[src/rtl/bcc_pkg.sv]
`timescale 1ns / 1ps
`default_nettype none
// ----------------------------------------------------------------------------
// bcc_pkg
// Shared types and constants for the button click classifier.
// ----------------------------------------------------------------------------
package bcc_pkg;

    localparam int TIMER_BITS = 16;
    localparam int CFG_W      = 16;
    localparam int CMP_W      = (TIMER_BITS > CFG_W) ? TIMER_BITS : CFG_W;
    localparam int CODE_W     = 3;
    localparam int COUNT_W    = 2;
    localparam int CFG_ADDR_W = 1;
    localparam int S_DATA_W   = 8;
    localparam int M_DATA_W   = 8;

    typedef logic [TIMER_BITS-1:0] timer_t;
    typedef logic [CFG_W-1:0]      cfg_word_t;
    typedef logic [CODE_W-1:0]     code_t;
    typedef logic [COUNT_W-1:0]    count_t;

    // register indexes
    localparam logic [CFG_ADDR_W-1:0] REG_LONG_PRESS  = 1'b0;
    localparam logic [CFG_ADDR_W-1:0] REG_MULTI_CLICK = 1'b1;

    localparam cfg_word_t LONG_PRESS_RESET  = 16'd100;
    localparam cfg_word_t MULTI_CLICK_RESET = 16'd50;

    localparam timer_t TIMER_MAX = {TIMER_BITS{1'b1}};
    localparam count_t COUNT_MAX = {COUNT_W{1'b1}};

    localparam code_t EVENT_LONG_PRESS = 3'd4;

    localparam logic LEVEL_PRESSED  = 1'b0;
    localparam logic LEVEL_RELEASED = 1'b1;

    typedef struct packed {
        logic  valid;
        code_t code;
    } evt_t;

endpackage
`default_nettype wire

[src/rtl/button_click_classifier.sv]
`timescale 1ns / 1ps
`default_nettype none
// ----------------------------------------------------------------------------
// button_click_classifier
// Classifies a sampled, active-low button level into single, double, triple
// click and long press events.
//
//   channel  dir  payload
//   s_*      in   tdata[0] button_level
//   m_*      out  tdata[2:0] event_code
//   cfg_*    in   index 0 long_press_ticks, 1 multi_click_ticks
//
// one sample per cycle while s_tready is high; m_* is driven from a register.
// the result register plus one skid entry hold results; s_tready drops only
// while the skid entry is full.
// synchronous active-low reset, no clearing pass.
// ----------------------------------------------------------------------------
module button_click_classifier (
    input  wire                              aclk,
    input  wire                              aresetn,
    input  wire                              s_tvalid,
    output logic                             s_tready,
    input  wire [bcc_pkg::S_DATA_W-1:0]      s_tdata,   // [0] button_level
    output logic                             m_tvalid,
    input  wire                              m_tready,
    output logic [bcc_pkg::M_DATA_W-1:0]     m_tdata,   // [2:0] event_code
    input  wire                              cfg_we,
    input  wire [bcc_pkg::CFG_ADDR_W-1:0]    cfg_addr,
    input  wire [bcc_pkg::CFG_W-1:0]         cfg_wdata
);
    import bcc_pkg::*;

    evt_t evt;
    logic in_ready;
    logic step;

    assign s_tready = in_ready;
    assign step     = s_tvalid & in_ready;

    bcc_core u_core (
        .aclk         (aclk),
        .aresetn      (aresetn),
        .step         (step),
        .button_level (s_tdata[0]),
        .cfg_we       (cfg_we),
        .cfg_addr     (cfg_addr),
        .cfg_wdata    (cfg_wdata),
        .evt          (evt)
    );

    bcc_obuf u_obuf (
        .aclk     (aclk),
        .aresetn  (aresetn),
        .evt      (evt),
        .in_ready (in_ready),
        .m_tvalid (m_tvalid),
        .m_tready (m_tready),
        .m_tdata  (m_tdata)
    );

endmodule
`default_nettype wire

[src/rtl/bcc_core.sv]
`timescale 1ns / 1ps
`default_nettype none
// ----------------------------------------------------------------------------
// bcc_core
// Config registers, edge/timer/click state and the per-sample classification.
// ----------------------------------------------------------------------------
module bcc_core (
    input  wire                              aclk,
    input  wire                              aresetn,
    input  wire                              step,
    input  wire                              button_level,
    input  wire                              cfg_we,
    input  wire [bcc_pkg::CFG_ADDR_W-1:0]    cfg_addr,
    input  wire [bcc_pkg::CFG_W-1:0]         cfg_wdata,
    output bcc_pkg::evt_t                    evt
);
    import bcc_pkg::*;

    cfg_word_t long_press_reg;
    cfg_word_t multi_click_reg;
    logic      prev_level_reg,  prev_level_next;
    timer_t    since_press_reg, since_press_next;
    timer_t    since_rel_reg,   since_rel_next;
    count_t    count_reg,       count_next;

    logic      press_edge;
    logic      release_edge;
    timer_t    press_mid;
    timer_t    rel_mid;
    count_t    count_mid;
    logic      is_long;
    logic      timeout;

    always_comb begin
        press_edge   = (button_level == LEVEL_PRESSED) && (prev_level_reg == LEVEL_RELEASED);
        release_edge = (button_level == LEVEL_RELEASED) && (prev_level_reg == LEVEL_PRESSED);

        press_mid = press_edge   ? '0 : since_press_reg;
        rel_mid   = release_edge ? '0 : since_rel_reg;

        // click sequence update on a press
        count_mid = count_reg;
        if (press_edge) begin
            if ((since_rel_reg != TIMER_MAX) &&
                (CMP_W'(since_rel_reg) < CMP_W'(multi_click_reg))) begin
                count_mid = (count_reg == COUNT_MAX) ? COUNT_MAX : count_reg + 1'b1;
            end else begin
                count_mid = count_t'(1);
            end
        end

        is_long = release_edge &&
                  ((since_press_reg == TIMER_MAX) ||
                   (CMP_W'(since_press_reg) >= CMP_W'(long_press_reg)));

        evt.valid = 1'b0;
        evt.code  = EVENT_LONG_PRESS;
        if (is_long) begin
            evt.valid = 1'b1;
            count_mid = '0;
        end

        // window expired with clicks pending
        timeout = (count_mid != '0) && (button_level == LEVEL_RELEASED) &&
                  ((rel_mid == TIMER_MAX) || (CMP_W'(rel_mid) > CMP_W'(multi_click_reg)));
        count_next = count_mid;
        if (timeout) begin
            evt.valid  = 1'b1;
            evt.code   = CODE_W'(count_mid);
            count_next = '0;
        end

        evt.valid = evt.valid & step;

        prev_level_next  = button_level;
        since_press_next = (press_mid == TIMER_MAX) ? TIMER_MAX : press_mid + 1'b1;
        since_rel_next   = (rel_mid == TIMER_MAX) ? TIMER_MAX : rel_mid + 1'b1;
    end

    always_ff @(posedge aclk) begin
        if (!aresetn) begin
            long_press_reg  <= LONG_PRESS_RESET;
            multi_click_reg <= MULTI_CLICK_RESET;
            prev_level_reg  <= LEVEL_RELEASED;
            since_press_reg <= '0;
            since_rel_reg   <= TIMER_MAX;
            count_reg       <= '0;
        end else begin
            if (cfg_we) begin
                case (cfg_addr)
                    REG_LONG_PRESS: begin
                        long_press_reg <= cfg_wdata;
                    end
                    REG_MULTI_CLICK: begin
                        multi_click_reg <= cfg_wdata;
                    end
                    default: begin
                    end
                endcase
            end
            if (step) begin
                prev_level_reg  <= prev_level_next;
                since_press_reg <= since_press_next;
                since_rel_reg   <= since_rel_next;
                count_reg       <= count_next;
            end
        end
    end

endmodule
`default_nettype wire

[src/rtl/bcc_obuf.sv]
`timescale 1ns / 1ps
`default_nettype none
// ----------------------------------------------------------------------------
// bcc_obuf
// Result register with a skid stage so the input side keeps moving while a
// result waits on the output.
// ----------------------------------------------------------------------------
module bcc_obuf (
    input  wire                          aclk,
    input  wire                          aresetn,
    input  bcc_pkg::evt_t                evt,
    output logic                         in_ready,
    output logic                         m_tvalid,
    input  wire                          m_tready,
    output logic [bcc_pkg::M_DATA_W-1:0] m_tdata
);
    import bcc_pkg::*;

    logic  out_valid_reg,  out_valid_next;
    code_t out_code_reg,   out_code_next;
    logic  skid_valid_reg, skid_valid_next;
    code_t skid_code_reg,  skid_code_next;
    logic  out_take;

    always_comb begin
        out_take        = out_valid_reg & m_tready;
        out_valid_next  = out_valid_reg;
        out_code_next   = out_code_reg;
        skid_valid_next = skid_valid_reg;
        skid_code_next  = skid_code_reg;
        if (skid_valid_reg) begin
            if (out_take) begin
                out_code_next   = skid_code_reg;
                skid_valid_next = 1'b0;
            end
        end else if (evt.valid) begin
            if (!out_valid_reg || out_take) begin
                out_valid_next = 1'b1;
                out_code_next  = evt.code;
            end else begin
                skid_valid_next = 1'b1;
                skid_code_next  = evt.code;
            end
        end else if (out_take) begin
            out_valid_next = 1'b0;
        end
    end

    always_ff @(posedge aclk) begin
        if (!aresetn) begin
            out_valid_reg  <= 1'b0;
            skid_valid_reg <= 1'b0;
        end else begin
            out_valid_reg  <= out_valid_next;
            skid_valid_reg <= skid_valid_next;
        end
        out_code_reg  <= out_code_next;
        skid_code_reg <= skid_code_next;
    end

    assign in_ready = ~skid_valid_reg;
    assign m_tvalid = out_valid_reg;
    assign m_tdata  = M_DATA_W'(out_code_reg);

endmodule
`default_nettype wire
[config.mk]
export PLATFORM = sky130hd
export DESIGN_NAME = button_click_classifier
export DESIGN_NICKNAME = d
export VERILOG_FILES = /design/src/rtl/bcc_pkg.sv /design/src/rtl/button_click_classifier.sv /design/src/rtl/bcc_core.sv /design/src/rtl/bcc_obuf.sv
export SDC_FILE = /design/constraint.sdc
export NUM_CORES = 1
export LEC_CHECK = 0
export BUFFER_PORTS_ARGS = -buffer_cell sky130_fd_sc_hd__buf_2
export CAP_MARGIN = 25
export CORE_MARGIN = 2
export CORE_UTILIZATION = 35
export CTS_CLUSTER_SIZE = 24
export DETAILED_ROUTE_END_ITERATION = 7
export GPL_TIMING_DRIVEN = 0
export PLACE_DENSITY = 0.58
export SLEW_MARGIN = 0
export SYNTH_ARGS = -nofsm -noshare
export SYNTH_HDL_FRONTEND = slang
export SYNTH_SLANG_ARGS = --single-unit
[constraint.sdc]
create_clock -name aclk -period 5.15 [get_ports aclk]
set_input_delay 1.03 -clock aclk [delete_from_list [all_inputs] [get_ports aclk]]
set_output_delay 1.03 -clock aclk [all_outputs]
set_load 0.01 [all_outputs]
# [Word level (Yosys, flattened, before mapping)]
# Cells that the tools add are included.
[word_totals] out_inout_bits=10 rom_bits=0 word_cells=72 ff_bits=75 in_bits=30 latch_bits=0 n_memories=0 ram_bits=0
[classes] bitwise=8 multipliers=0 n_eq_ne=7 shifts=0 reduce_logical=19 addsub=3 div=0 muxes=22 order_cmp=3
[ops] cell="two-way mux 16 bit" n=4
[ops] cell="== test 16 bit, second input constant" n=3
[ops] cell="adder 16 x 1 -> 16 bit, second input constant" n=2
[ops] cell="greater-or-equal comparator 16 bit" n=1
[ops] cell="> comparator 16 bit" n=1
[ops] cell="< comparator 16 bit" n=1
[ops] cell="!= test 16 bit, second input constant" n=1
[ops] cell="two-way mux 3 bit" n=4
[ops] cell="two-way mux 2 bit" n=5
[ops] cell="AND reduction 3 bit" n=3
[ops] cell="two-way mux 1 bit" n=8
[ops] cell="nonzero test 2 bit" n=4
[ops] cell="logical AND 1 bit" n=6
[ops] cell="NOT 1 bit" n=5
[ops] cell="two-way mux 4 bit" n=1
[ops] cell="AND reduction 2 bit" n=2
[ops] cell="bitwise AND 1 bit" n=3
[ops] cell="logical OR 1 bit" n=3
[ops] cell="adder 2 x 1 -> 2 bit, second input constant" n=1
[ops] cell="== test 2 bit, second input constant" n=1
[ops] cell="!= test 2 x 1 -> 1 bit, second input constant" n=1
[ops] cell="!= test 2 bit, second input constant" n=1
[ops] cell="logical NOT 1 bit" n=1

# [Logic depth before layout (Yosys ltp)]
[logic_depth] word_depth=12 ltp_mapped=12 ltp_nobuf=9

# [By module]
# Synthesis repeated with hierarchy kept, for this count alone.
[unflattened] cells_unflattened=603 area_unflattened_um2=4884.7
[by_module_without_submodules] mod="bcc_core" area_each_um2=4490.6 cells_per_inst=572 instances=1 seq_area_each_um2=1341.3
[by_module_without_submodules] mod="bcc_obuf" area_each_um2=387.9 cells_per_inst=30 instances=1 seq_area_each_um2=220.2
[by_module_without_submodules] mod="button_click_classifier" area_each_um2=6.3 cells_per_inst=1 instances=1 seq_area_each_um2=0.0

# [Least setup slack after synthesis]
# Ideal clock, no wire load.
[synth_path] path_type="input port to flip-flop" startpoint="input port s_tdata[0] (netlist name)" endpoint="register u_obuf.out_code_reg[0], enable pin" required_ps=4869 setup_ps=281 stages=12 setup_slack_ps=1459 n_path_buf=3 arrival_time_ps=3410 path_cell_list="nand2b_1 buf_6 clkbuf_1 clkbuf_1 and2_1 ha_1 nor2b_1 o211ai_1 a2111oi_0 or4b_4 o211ai_1 a311oi_1"
[synth_via] elab_chain_len=11 elab_cells_between_ends=18 classes_between="order compare (1); eq/ne (1); mux (5); bitwise (2); reduce/logical (9)"
[synth_rtl] item="start, declared" line="button_click_classifier.sv:23" text="input wire [bcc_pkg::S_DATA_W-1:0] s_tdata,"
[synth_rtl] item="branches (longest 7 deep; another with > comparator 16 bit)"
[synth_rtl] item="two-way mux 4 bit *" line="bcc_core.sv:67" text="if (timeout) begin"
[synth_rtl] item="bitwise AND 1 bit *" line="bcc_core.sv:73" text="evt.valid = evt.valid & step;"
[synth_rtl] item="nonzero test 2 bit (no source line) *"
[synth_rtl] item="AND reduction 3 bit (no source line) *"
[synth_rtl] item="end signal, assigned" line="bcc_obuf.sv:57" text="out_code_reg <= out_code_next;"
[synth_rtl] item="end, declared" line="bcc_obuf.sv:20" text="code_t out_code_reg, out_code_next;"
# Every way passes the cells marked *.
# A chain may end at the register's enable or synchronous reset.

# [Worst setup path in the final report]
# Same ends and word-level chain as after synthesis.

==> reports/summary.json <==
{
  "placed_design": {
    "dpl.hpwl_mm": 10.4,
    "io_buffers": 26,
    "finalWeightedCongestion": 0.914,
    "place_inst": 819
  },
  "yosys": {
    "asyncSetResetFlopFracSynth": 0,
    "synth_top_area_frac": 0.287,
    "synthTopCellsByArea": "sky130_fd_sc_hd__dfxtp_1, sky130_fd_sc_hd__ha_1, sky130_fd_sc_hd__nand2_1, sky130_fd_sc_hd__o21ai_0, sky130_fd_sc_hd__a21oi_1",
    "post_synth_instance_area_um2": 4820,
    "yosysWarningCount": 0,
    "ys_seq_area_frac": 0.324,
    "synthCells": 613,
    "synth-edff-count": 6,
    "synthDominantAreaCellType": "sky130_fd_sc_hd__dfxtp_1",
    "synth.lib_cells_used.distinct": 62,
    "synth.cells.most_frequent": "sky130_fd_sc_hd__nand2_1, sky130_fd_sc_hd__dfxtp_1, sky130_fd_sc_hd__ha_1",
    "ys_ff_latch": 75,
    "synthMostInstantiatedCell": "sky130_fd_sc_hd__nand2_1",
    "syn-mean-instance-area_um2": 7.86,
    "synth_ff_type": "sky130_fd_sc_hd__dfxtp_1"
  },
  "global_route": {
    "grt_first_pass_wirelength_mm": 22.5,
    "grt_pass1_vias": 4430,
    "number_of_antenna_violations_at_the_first_check_in_global_routing": 0,
    "gr-usage-all-layers": 0.194,
    "gr-usage-met1": 0.260,
    "met3_usage": 0.0338,
    "gr-usage-met2": 0.327,
    "grt_max_degree": 13,
    "grt.overflow.total": 0,
    "gr-max-usage-layer": "met2"
  },
  "clock_network": {
    "clkSlewWorstSetupHoldPaths_ns": 0.06,
    "holdBufCountCts": 0,
    "cts_post_setup_buffers_inserted": 0,
    "tritoncts_num_sinks": 75,
    "clock-root-buffer": "sky130_fd_sc_hd__clkbuf_16",
    "cts_tree": "built",
    "cts.htree.levels": 3,
    "cts-resized-gates": 0,
    "clock_path_buffers": 2,
    "tritoncts.num_buffers": 9,
    "clock_insertion_delay_worst_skew_ns": 0.34
  },
  "pwr": {
    "switchingPower_mw": 0.549,
    "pwr_density_cell_nw_per_um2": 315,
    "totalPowerFinal_mw": 1.72,
    "clock_power_share": 0.361,
    "power.sequential.fraction": 0.392,
    "total_leakage_power_nw": 2.13,
    "proportion_of_total_power_due_to_net_switching": 0.319,
    "comb_power_share": 0.247,
    "internal-power_mw": 1.18,
    "ir_worst_vdd_mv": 0.152
  },
  "cells_and_area": {
    "number_of_non_filler_instances_in_the_completed_layout": 835,
    "final_nets": 733,
    "synthToLayoutAreaGrowth_pct": 13.5,
    "antenna_cells_inserted": 0,
    "drive_gt1_frac": 0.0926
  },
  "route": {
    "drt_iter0_drc": 318,
    "firstDrtPassIters": 5,
    "drc": 0,
    "detail-route-antenna-nets": 0,
    "vias": 4583,
    "drt_wl_total_mm": 13.6,
    "post_drt_wl_per_cell_um": 16.3,
    "via_per_inst": 5.49
  },
  "die": {
    "core_um2": 13300,
    "boundaryPins": 40,
    "overall_die_area_um2": 14700,
    "fp.dieW_um": 121,
    "initial_utilization": 0.361,
    "rows": 42,
    "vertical_extent_of_the_die_um": 121
  },
  "timing": {
    "grt_setup_unrepaired": "false",
    "slew_viol_final": 0,
    "setup_total_negative_slack_ns": 0,
    "finalHoldViolations": 0,
    "worst_slew_pin_slew_ns": 0.782,
    "post-route-min-period_ns": 4.41,
    "layout_worst_path_cycle_share": 0.856,
    "slew_headroom": 0.471,
    "highest_clock_rate_mhz": 227,
    "fin_worst_skew_ns": 0.00811,
    "setup_viol": 0
  },
  "run_status": {
    "outcome": "finished clean"
  },
  "hold_path": {
    "min-delay-path-class": "flop to flop"
  },
  "setup_path": {
    "path_max_fanout": 10,
    "timing.setup.critical_path_class": "primary input to flop",
    "required_ns": 5.12,
    "worst_ep_arrival_time_ns": 4.38,
    "critPathCaptureType": "flop",
    "worst_setup_path_start_kind": "primary input"
  },
  "job": {
    "cap_violations": 0
  }
}
[critical path: stages]
cell,delay [ns]
sky130_fd_sc_hd__buf_2,0.13
sky130_fd_sc_hd__nand2b_1,0.08
sky130_fd_sc_hd__buf_6,0.15
sky130_fd_sc_hd__clkbuf_1,0.40
sky130_fd_sc_hd__clkbuf_1,0.41
sky130_fd_sc_hd__and2_1,0.23
sky130_fd_sc_hd__ha_1,0.14
sky130_fd_sc_hd__nor2b_1,0.12
sky130_fd_sc_hd__o211ai_1,0.09
sky130_fd_sc_hd__a2111oi_0,0.54
sky130_fd_sc_hd__or4b_4,0.26
sky130_fd_sc_hd__o211ai_1,0.17
sky130_fd_sc_hd__a311oi_1,0.61
[per-layer routing]
layer  up-vias  wire length [um]
met1      2156              6300
met3        15               684
li1       2271                 -
met2       141              6470
met4         0               170
met5         -                 0
[stage by stage]
stage / area (um^2) / hold slack, ns / util / setup slack [ns]
3_3_place_gp: 5190 / 0.452 / 0.389 / 0.452
6_report: 5470 / 0.466 / 0.410 / 0.742
2_1_floorplan: 4840 / 0.436 / - / 1.46
3_5_place_dp: 5190 / 0.461 / 0.389 / 0.453
5_1_grt: 5470 / 0.489 / 0.410 / 0.566
4_1_cts: 5470 / 0.469 / 0.410 / 0.803
[path summary, 6_finish.rpt]
| check | start | end | slack (ns) | cells past startpoint |
|---|---|---|---|---|
| max | s_tdata[0] | u_obuf.out_code_reg[0] | 0.74 | 13 |
| min | u_core.long_press_reg[11] | u_core.long_press_reg[11] | 0.47 | 2 |
| max reg2reg | u_core.prev_level_reg | u_obuf.out_code_reg[0] | 1.14 | 12 |
| min reg2reg | u_core.long_press_reg[11] | u_core.long_press_reg[11] | 0.47 | 2 |
[cell usage in the layout, fill, tap and decap left out, types with 2 or more instances in the layout]
cell / netlist / layout
sky130_fd_sc_hd__a311oi_1: 3 / 3
sky130_fd_sc_hd__and2_1: 14 / 14
sky130_fd_sc_hd__a211oi_1: 4 / 4
sky130_fd_sc_hd__nor2b_1: 7 / 7
sky130_fd_sc_hd__edfxtp_1: 6 / 6
sky130_fd_sc_hd__dfxtp_1: 69 / 69
sky130_fd_sc_hd__and3_1: 8 / 8
sky130_fd_sc_hd__a21boi_0: 25 / 25
sky130_fd_sc_hd__o31ai_1: 5 / 5
sky130_fd_sc_hd__clkbuf_1: 28 / 31
sky130_fd_sc_hd__o21a_1: 4 / 4
sky130_fd_sc_hd__buf_2: 0 / 26
sky130_fd_sc_hd__clkbuf_16: 0 / 9
sky130_fd_sc_hd__nor4_1: 5 / 5
sky130_fd_sc_hd__nor2_1: 32 / 32
sky130_fd_sc_hd__o311ai_0: 2 / 2
sky130_fd_sc_hd__and4_1: 3 / 3
sky130_fd_sc_hd__buf_6: 2 / 2
sky130_fd_sc_hd__ha_1: 49 / 49
sky130_fd_sc_hd__o211ai_1: 12 / 12
sky130_fd_sc_hd__nand3_1: 28 / 28
sky130_fd_sc_hd__nand2_1: 99 / 99
sky130_fd_sc_hd__nor3b_1: 2 / 2
sky130_fd_sc_hd__o21ai_0: 44 / 44
sky130_fd_sc_hd__a41oi_1: 3 / 3
sky130_fd_sc_hd__a31oi_1: 7 / 7
sky130_fd_sc_hd__a2111oi_0: 2 / 2
sky130_fd_sc_hd__inv_1: 38 / 38
sky130_fd_sc_hd__nand4_1: 12 / 12
sky130_fd_sc_hd__buf_4: 5 / 5
sky130_fd_sc_hd__nand2b_1: 7 / 7
sky130_fd_sc_hd__o221a_2: 2 / 2
sky130_fd_sc_hd__a21oi_1: 41 / 41
sky130_fd_sc_hd__nor3_1: 13 / 13
sky130_fd_sc_hd__a21o_1: 3 / 3
sky130_fd_sc_hd__conb_1: 1 / 5
[kinds of logic (layout without fill, tap and decap cells)]
logic type                 count (synthesis)  count (layout)  synth area share
AOI/OAI and AO/OA                        170             170             0.233
xor gates and xnor gates                   1               1           0.00182
adders and majority gates                 49              49             0.127
buffers and inverters                     74             116            0.0646
DFF                                       75              75             0.324
other                                      1               5          0.000778
and+or+nand+nor                          243             243             0.249
[power by group through the flow]
stage / clock network (mW) / logic (mW) / registers (mW)
2_1_floorplan: 0 / 0.322 / 0.669
3_3_place_gp: 0 / 0.409 / 0.686
3_5_place_dp: 0 / 0.421 / 0.688
4_1_cts: 0.631 / 0.425 / 0.675
5_1_grt: 0.659 / 0.484 / 0.681
6_report: 0.622 / 0.427 / 0.676
[final cells by class]
class | count | area, um^2
Buffer | 35 | 165
Clock buffer | 12 | 236
Clock inverter | 4 | 51.3
Fill cell | 1386 | 7870
Inverter | 39 | 146
Multi-Input combinational cell | 468 | 2960
Sequential cell | 75 | 1560
Tap cell | 176 | 220
Timing Repair Buffer | 26 | 130
No activity file was read; power rests on OpenSTA's default activity.
